`src/hdl/dtfs_pkg.sv`:
```
// shared types and constants of the delimited text field splitter
`default_nettype none
package dtfs_pkg;

  localparam int OFFSET_WIDTH_DEF = 32;
  localparam int CFG_IDX_W        = 3;
  localparam int RES_W            = 32;

  localparam logic [7:0] BYTE_LF  = 8'h0A;
  localparam logic [7:0] BYTE_CR  = 8'h0D;
  localparam logic [7:0] BYTE_NUL = 8'h00;

  typedef enum logic [CFG_IDX_W-1:0] {
    CFG_ROW_DELIM   = 3'd0,
    CFG_COL_DELIM   = 3'd1,
    CFG_ITEM_DELIM  = 3'd2,
    CFG_ESCAPE_BYTE = 3'd3,
    CFG_ESCAPES_ON  = 3'd4
  } cfg_idx_e;

  typedef struct packed {
    logic [7:0] row_delim;
    logic [7:0] col_delim;
    logic [7:0] item_delim;
    logic [7:0] escape_byte;
    logic       escapes_on;
  } cfg_t;

  typedef struct packed {
    logic [RES_W-1:0] field_start;
    logic [RES_W-1:0] field_length;
    logic             has_escape;
    logic             ends_row;
    logic             last_of_run;
  } result_t;

endpackage
`default_nettype wire

```
`src/hdl/dtfs_cfg_regs.sv`:
```
// configuration register file of the field splitter
`default_nettype none
module dtfs_cfg_regs (
  input  wire logic                           clk_i,
  input  wire logic                           rst_ni,
  input  wire logic                           we_i,
  input  wire logic [dtfs_pkg::CFG_IDX_W-1:0] idx_i,
  input  wire logic [7:0]                     wdata_i,
  output dtfs_pkg::cfg_t                      cfg_o
);

  dtfs_pkg::cfg_t cfg_q;

  always_ff @(posedge clk_i or negedge rst_ni) begin
    if (!rst_ni) begin
      cfg_q.row_delim   <= dtfs_pkg::BYTE_LF;
      cfg_q.col_delim   <= 8'd1;
      cfg_q.item_delim  <= 8'd2;
      cfg_q.escape_byte <= dtfs_pkg::BYTE_NUL;
      cfg_q.escapes_on  <= 1'b0;
    end else if (we_i) begin
      case (idx_i)
        dtfs_pkg::CFG_ROW_DELIM:   cfg_q.row_delim   <= wdata_i;
        dtfs_pkg::CFG_COL_DELIM:   cfg_q.col_delim   <= wdata_i;
        dtfs_pkg::CFG_ITEM_DELIM:  cfg_q.item_delim  <= wdata_i;
        dtfs_pkg::CFG_ESCAPE_BYTE: cfg_q.escape_byte <= wdata_i;
        dtfs_pkg::CFG_ESCAPES_ON:  cfg_q.escapes_on  <= wdata_i[0];
        default: ;
      endcase
    end
  end

  assign cfg_o = cfg_q;

endmodule
`default_nettype wire

```
`src/hdl/dtfs_tracker.sv`:
```
// per-byte field tracking state and result decode
`default_nettype none
module dtfs_tracker #(
  parameter int OFFSET_WIDTH = dtfs_pkg::OFFSET_WIDTH_DEF
) (
  input  wire logic        clk_i,
  input  wire logic        rst_ni,
  input  wire dtfs_pkg::cfg_t cfg_i,
  input  wire logic        accept_i,
  input  wire logic [7:0]  data_byte_i,
  input  wire logic        final_byte_i,
  output logic [1:0]       count_o,
  output dtfs_pkg::result_t res0_o,
  output dtfs_pkg::result_t res1_o
);

  logic [OFFSET_WIDTH-1:0] pos_q, pos_d, cfs_q, cfs_d, cfs_a, pos1;
  logic [OFFSET_WIDTH-1:0] len1, len2;
  logic ep_q, ep_d, fe_q, fe_d, acr_q, acr_d;
  logic is_row, is_col, esc_hit, fe1, fe_a, lf_skip, close1, close2;
  dtfs_pkg::result_t c1, c2;

  always_comb begin
    is_row  = !ep_q && (cfg_i.row_delim != dtfs_pkg::BYTE_NUL) &&
              ((data_byte_i == cfg_i.row_delim) ||
               ((cfg_i.row_delim == dtfs_pkg::BYTE_LF) && (data_byte_i == dtfs_pkg::BYTE_CR)));
    is_col  = !ep_q && !is_row &&
              ((data_byte_i == cfg_i.col_delim) || (data_byte_i == cfg_i.item_delim));
    esc_hit = cfg_i.escapes_on && (data_byte_i == cfg_i.escape_byte);
    fe1     = fe_q | esc_hit;
    ep_d    = esc_hit ? !ep_q : 1'b0;
    lf_skip = is_row && acr_q && (data_byte_i == dtfs_pkg::BYTE_LF);
    close1  = (is_row && !lf_skip) || is_col;
    acr_d   = is_row && (data_byte_i == dtfs_pkg::BYTE_CR);
    pos1    = pos_q + 1'b1;

    // first close: the delimiter ends the open field
    len1 = pos_q - cfs_q;
    c1.field_start  = 32'(cfs_q);
    c1.field_length = 32'(len1);
    c1.has_escape   = cfg_i.escapes_on && fe1;
    c1.ends_row     = is_row;
    c1.last_of_run  = 1'b0;

    if (lf_skip) begin
      cfs_a = cfs_q + 1'b1;
    end else if (close1) begin
      cfs_a = pos1;
    end else begin
      cfs_a = cfs_q;
    end
    fe_a = (close1 && cfg_i.escapes_on) ? 1'b0 : fe1;

    // second close: final byte with undelimited rows ends field and row
    close2 = final_byte_i && (cfg_i.row_delim == dtfs_pkg::BYTE_NUL);
    len2 = pos1 - cfs_a;
    c2.field_start  = 32'(cfs_a);
    c2.field_length = 32'(len2);
    c2.has_escape   = cfg_i.escapes_on && fe_a;
    c2.ends_row     = 1'b1;
    c2.last_of_run  = 1'b1;

    cfs_d = close2 ? pos1 : cfs_a;
    fe_d  = (close2 && cfg_i.escapes_on) ? 1'b0 : fe_a;
    pos_d = pos1;

    count_o = {1'b0, close1} + {1'b0, close2};
    res1_o  = c2;
    if (close1) begin
      res0_o = c1;
      res0_o.last_of_run = !close2;
    end else begin
      res0_o = c2;
    end
  end

  always_ff @(posedge clk_i or negedge rst_ni) begin
    if (!rst_ni) begin
      pos_q <= '0;
      cfs_q <= '0;
      ep_q  <= 1'b0;
      fe_q  <= 1'b0;
      acr_q <= 1'b0;
    end else if (accept_i) begin
      pos_q <= pos_d;
      cfs_q <= cfs_d;
      ep_q  <= ep_d;
      fe_q  <= fe_d;
      acr_q <= acr_d;
    end
  end

endmodule
`default_nettype wire

```
`src/hdl/dtfs_out_buf.sv`:
```
// two-slot result register feeding the output stream
`default_nettype none
module dtfs_out_buf (
  input  wire logic         clk_i,
  input  wire logic         rst_ni,
  input  wire logic         push_i,
  input  wire logic [1:0]   push_count_i,
  input  wire dtfs_pkg::result_t res0_i,
  input  wire dtfs_pkg::result_t res1_i,
  output logic              can_push_o,
  output logic              valid_o,
  input  wire logic         ready_i,
  output dtfs_pkg::result_t res_o
);

  dtfs_pkg::result_t slot0_q, slot1_q;
  logic [1:0] count_q, count_d;
  logic pop;

  assign pop        = (count_q != 2'd0) && ready_i;
  // a new byte may land once whatever is held leaves this cycle
  assign can_push_o = (count_q == 2'd0) || ((count_q == 2'd1) && ready_i);
  assign valid_o    = (count_q != 2'd0);
  assign res_o      = slot0_q;

  always_comb begin
    count_d = count_q;
    if (push_i) begin
      count_d = push_count_i;
    end else if (pop) begin
      count_d = count_q - 2'd1;
    end
  end

  always_ff @(posedge clk_i or negedge rst_ni) begin
    if (!rst_ni) begin
      count_q <= 2'd0;
    end else begin
      count_q <= count_d;
    end
  end

  always_ff @(posedge clk_i) begin
    if (push_i) begin
      slot0_q <= res0_i;
      slot1_q <= res1_i;
    end else if (pop) begin
      slot0_q <= slot1_q;
    end
  end

endmodule
`default_nettype wire

```
`src/hdl/delimited_text_field_splitter.sv`:
```
// top level of the delimited text field splitter
//
//  channel  | dir | handshake              | payload
//  ---------+-----+------------------------+-------------------------------------------
//  s_axis   | in  | tvalid / tready        | tdata: data_byte, tlast: final_byte
//  m_axis   | out | tvalid / tready        | tdata: field_start, field_length,
//           |     |                        | tuser: has_escape, ends_row, tlast: last_of_run
//  cfg      | in  | cfg_we_i, no wait      | cfg_idx_i register index, cfg_wdata_i value
//
// one byte per clock unless m_axis stalls: the tracker state updates in the cycle a byte transaction
// is accepted and its results land in the two-slot output register
// a byte that closes two fields (final byte, no row delimiter) fills both slots,
// so the next byte waits until the first of them has left the register
// s_axis_tready is high when the output register is empty or its single
// result leaves this cycle; stalls on m_axis back up straight to s_axis
// reset (async, active low) clears offsets, flags and the register defaults
`default_nettype none
module delimited_text_field_splitter #(
  parameter int OFFSET_WIDTH = dtfs_pkg::OFFSET_WIDTH_DEF
) (
  input  wire logic                           clk_i,
  input  wire logic                           rst_ni,
  // configuration write port
  input  wire logic                           cfg_we_i,
  input  wire logic [dtfs_pkg::CFG_IDX_W-1:0] cfg_idx_i,
  input  wire logic [7:0]                     cfg_wdata_i,
  // input byte stream
  input  wire logic                           s_axis_tvalid,
  output logic                                s_axis_tready,
  input  wire logic [7:0]                     s_axis_tdata,   // [7:0] data_byte
  input  wire logic                           s_axis_tlast,   // final_byte
  // field result stream
  output logic                                m_axis_tvalid,
  input  wire logic                           m_axis_tready,
  output logic [63:0]                         m_axis_tdata,   // [31:0] field_start, [63:32] field_length
  output logic [1:0]                          m_axis_tuser,   // [0] has_escape, [1] ends_row
  output logic                                m_axis_tlast    // last_of_run
);

  dtfs_pkg::cfg_t    cfg;
  dtfs_pkg::result_t res0, res1, res_out;
  logic [1:0]        res_count;
  logic              accept;
  logic              can_push;

  assign s_axis_tready = can_push;
  assign accept        = s_axis_tvalid && can_push;

  dtfs_cfg_regs u_cfg (
    .clk_i   (clk_i),
    .rst_ni  (rst_ni),
    .we_i    (cfg_we_i),
    .idx_i   (cfg_idx_i),
    .wdata_i (cfg_wdata_i),
    .cfg_o   (cfg)
  );

  // offsets, escape toggle and cr tracking; decodes up to two closed fields
  dtfs_tracker #(
    .OFFSET_WIDTH (OFFSET_WIDTH)
  ) u_tracker (
    .clk_i        (clk_i),
    .rst_ni       (rst_ni),
    .cfg_i        (cfg),
    .accept_i     (accept),
    .data_byte_i  (s_axis_tdata),
    .final_byte_i (s_axis_tlast),
    .count_o      (res_count),
    .res0_o       (res0),
    .res1_o       (res1)
  );

  // result register; a byte with no result simply leaves it empty
  dtfs_out_buf u_out (
    .clk_i        (clk_i),
    .rst_ni       (rst_ni),
    .push_i       (accept),
    .push_count_i (res_count),
    .res0_i       (res0),
    .res1_i       (res1),
    .can_push_o   (can_push),
    .valid_o      (m_axis_tvalid),
    .ready_i      (m_axis_tready),
    .res_o        (res_out)
  );

  assign m_axis_tdata = {res_out.field_length, res_out.field_start};
  assign m_axis_tuser = {res_out.ends_row, res_out.has_escape};
  assign m_axis_tlast = res_out.last_of_run;

endmodule
`default_nettype wire

```
`config.mk`:
```
export PLATFORM = sky130hd
export DESIGN_NAME = delimited_text_field_splitter
export DESIGN_NICKNAME = d
export VERILOG_FILES = /design/src/hdl/dtfs_pkg.sv /design/src/hdl/dtfs_cfg_regs.sv /design/src/hdl/dtfs_tracker.sv /design/src/hdl/dtfs_out_buf.sv /design/src/hdl/delimited_text_field_splitter.sv
export SDC_FILE = /design/constraint.sdc
export NUM_CORES = 1
export LEC_CHECK = 0
export BUFFER_PORTS_ARGS = -buffer_cell sky130_fd_sc_hd__buf_2
export CORE_UTILIZATION = 55
export DETAILED_ROUTE_END_ITERATION = 7
export GPL_TIMING_DRIVEN = 0
export PLACE_DENSITY = 0.85
export REMOVE_ABC_BUFFERS = 1
export SLEW_MARGIN = 5
export SYNTH_ARGS = -nofsm -noshare
export SYNTH_HDL_FRONTEND = slang
export SYNTH_SLANG_ARGS = --single-unit
```
`constraint.sdc`:
```
create_clock -name clk_i -period 11.6 [get_ports clk_i]
set_clock_uncertainty 0.2 [all_clocks]
set_input_delay 0.58 -clock clk_i [delete_from_list [all_inputs] [get_ports clk_i]]
set_output_delay 0.58 -clock clk_i [all_outputs]
set_load 0.1 [all_outputs]
```
==> results.py <==
metrics = {
    "final_layout": {
        "drive_above_1_share_pct": 11.2,
        "final_area_mm2": 0.0179,
        "final_cell_mix": "nand2_1, nor2_1, a21oi_1",
        "layout.nets": 1941,
        "layout_commonest_cell": "nand2_1",
        "syn2layout_area_growth_pct": 9.77,
    },
    "floorplanning": {
        "die-area_mm2": 0.0303,
        "die_y_um": 174,
        "rows": 62,
        "die_w_um": 174,
        "coreArea_mm2": 0.0289,
        "io_pins": 94,
        "start_util_pct": 56.3,
    },
    "hold_path": {
        "hold_class": "primary input to register",
    },
    "synthesis": {
        "synth_area_leader_cell": "edfxtp_1",
        "synth_flop_cell": "edfxtp_1",
        "syn_inst": 1850,
        "synthArstFlopShare_pct": 43.6,
        "ys_warn_count": 0,
        "synth_edf_count": 132,
        "synth_seq_cells": 234,
        "yosysUniqueCellTypes": 85,
        "syn_avg_cell_area_um2": 8.81,
        "yosysTopAreaCellShare_pct": 24.3,
        "synth_seq_area_share_pct": 40.0,
        "synthTopCellsByArea": "edfxtp_1, dfrtp_1, xnor2_1",
        "syn-cell-area_mm2": 0.0163,
    },
    "cts": {
        "cts_made_buffers": 27,
        "clockRootBuffer": "clkbuf_16",
        "clock_latency_ns": 0.54,
        "clk_pin_slew_worst_paths_ns": 0.06,
        "cts_htree_levels": 1,
        "clock-sinks": 234,
        "tritoncts": "built",
        "clockBufferDepth": 3,
        "cts-resized-gates": 0,
    },
    "drt": {
        "drt_pre_antenna_iters": 7,
        "wirelength_um": 44000,
        "ant_nets": 0,
        "drc": 0,
        "drt_iter0_drc": 1754,
        "vias": 14600,
        "viasPerCell": 6.44,
        "avgRoutedWirePerCell_um": 19.4,
    },
    "critical_path": {
        "required_ns": 11.67,
        "critPathLaunchType": "register",
        "critical_path_class": "register to register",
        "crit_path_end_kind": "register",
        "critPathMaxFanout": 72,
        "cp.arrival_ns": 9.97,
    },
    "global_routing": {
        "grt_pass1_wl_um": 70900,
        "grt_usage_pct": 28.8,
        "grt_pass1_vias": 13700,
        "grt_overflow": 0,
        "antenna_found_initial": 1,
        "grt_max_degree": 90,
    },
    "pwr": {
        "p_int_w": 0.00236,
        "leakage_nw": 7.22,
        "p_comb_share_pct": 50.1,
        "power_w": 0.00450,
        "switching_share_pct": 47.6,
        "clkPwrFrac_pct": 19.0,
        "peakVddDrop_v": 0.000165,
        "powerDensity_mw_per_mm2": 251,
        "p_sw_w": 0.00214,
        "power_frac_seq_pct": 30.9,
    },
    "sta": {
        "finalMaxSlewViolations": 0,
        "fin_setup_tns_ns": 0,
        "period_share_pct": 85.4,
        "fmax_mhz": 101,
        "rsz0062_at_grt": "no",
        "setup_viol": 0,
        "relSlewSlack_pct": 23.3,
        "tightestPinTransition_ns": 1.14,
        "post-route-min-period_ns": 9.91,
        "hold_viol": 0,
    },
    "placement": {
        "dpl.hpwl_um": 30600,
        "portBuffers": 93,
        "gp_congestion": 0.933,
        "placed_cell_area_mm2": 0.0170,
    },
    "job": {
        "max_cap_viol_count": 0,
    },
    "outcome": {
        "outcome": "finished, final reports clean",
    },
}
-- layer usage --
metal  track usage (%)  up-vias  share of wire [%]
met2              44.9      769                 45
met3              5.10      136                 10
met1              39.6     6921                 42
met5                 0        -                  0
li1                  -     6781                  -
met4              11.7        0                3.4
-- flip-flops by register name, summed over array words and instances, names as in the netlist --
signal and count:
u_tracker.fe_q 1, u_out.count_q 2, u_tracker.pos_q 32, u_out.slot1_q 65, u_tracker.acr_q 1, u_out.res_o 67, u_tracker.cfs_q 32, u_tracker.ep_q 1
u_cfg.cfg_o 33
-- per-stage QoR --
stage	instances	hold slack (ns)	setup WS, ns	util (%)
3_3_place_gp	2209	0.271	-1.58	58.0
4_1_cts	2267	0.107	2.01	61.8
5_1_grt	2267	0.119	1.34	61.8
6_report	2268	0.123	1.69	61.9
2_1_floorplan	1732	0.0844	2.12	-
3_5_place_dp	2216	0.248	1.80	58.7
-- path summary, 6_finish.rpt --
check | slack (ns) | depth (start not counted) | to | startpoint
setup / recovery | 1.69 | 24 | u_out.res_o[27] | u_cfg.cfg_o[25]
hold / removal | 0.12 | 2 | u_cfg.cfg_o[23] | cfg_wdata_i[6]
setup reg to reg | 1.69 | 24 | u_out.res_o[27] | u_cfg.cfg_o[25]
hold reg to reg | 0.30 | 2 | u_tracker.acr_q | u_tracker.acr_q
max in group asynchronous | 10.21 | 3 | u_cfg.cfg_o[26] | rst_ni
min in group asynchronous | 0.25 | 2 | u_tracker.cfs_q[1] | rst_ni
-- cells by family after synthesis --
logic type	share of synthesized area (%)
AND/OR/NAND/NOR	18.4
AO/OA/AOI/OAI	20.5
flip-flops	40.0
buffers and inverters	4.71
adder cells (fa/ha/maj)	4.60
XOR/XNOR	8.76
multiplexers	3.04
-- synth_stat cells (all sizes together) (9+ instances only) --
master / number
a211oi: 30
a21o: 17
a21oi: 151
a31oi: 34
and2: 15
and3: 30
buf: 33
clkbuf: 85
dfrtp: 98
edfxtp: 132
ha: 52
inv: 77
mux2: 36
mux2i: 9
nand2: 190
nand2b: 12
nand3: 63
nand4: 30
nor2: 165
nor2b: 13
nor3: 44
nor4: 21
o211ai: 19
o21a: 16
o21ai: 137
o22ai: 9
o31ai: 17
or3: 17
xnor2: 100
xor2: 63
-- power groups by stage --
stage | logic, W | clock network, W | registers, W
3_5_place_dp | 0.00222 | 0 | 0.00140
2_1_floorplan | 0.00116 | 0 | 0.00198
4_1_cts | 0.00223 | 0.000868 | 0.00138
5_1_grt | 0.00243 | 0.000897 | 0.00142
6_report | 0.00225 | 0.000857 | 0.00139
3_3_place_gp | 0.00215 | 0 | 0.00140
-- worst max-delay path, stage by stage, from the launching register on --
cell,delay [ns]
dfrtp_1,0.41
nor4_2,0.39
nand2_1,0.19
o32ai_4,0.77
nand3_2,1.02
nand2_4,1.14
inv_2,0.54
buf_12,0.33
nand2_1,0.08
o21ai_0,0.07
a21oi_1,0.24
ha_1,0.32
nor2b_1,0.16
o31a_1,0.27
o31a_1,0.30
o211ai_1,0.29
nand2_1,0.10
a222oi_1,0.69
a21oi_1,0.19
or4_1,0.57
o2111ai_1,0.29
a31oi_1,0.26
or4_1,0.47
a31oi_1,0.21
o21ai_1,0.08
-- layout make-up --
cell class | count | area, um^2
Antenna cell | 1 | 2.50
Tap cell | 384 | 480
Sequential cell | 234 | 6520
Fill cell | 2435 | 11000
Inverter | 78 | 298
Clock inverter | 15 | 135
Multi-Input combinational cell | 1420 | 9050
Timing Repair Buffer | 101 | 652
Clock buffer | 35 | 757
-- what timing repair did --
action | in CTS | in global routing
endpoints found under the hold margin | 17 | 0
hold buffers | 1 | 0
setup buffers | 0 | 0
Power figures use the tool's default switching activity.
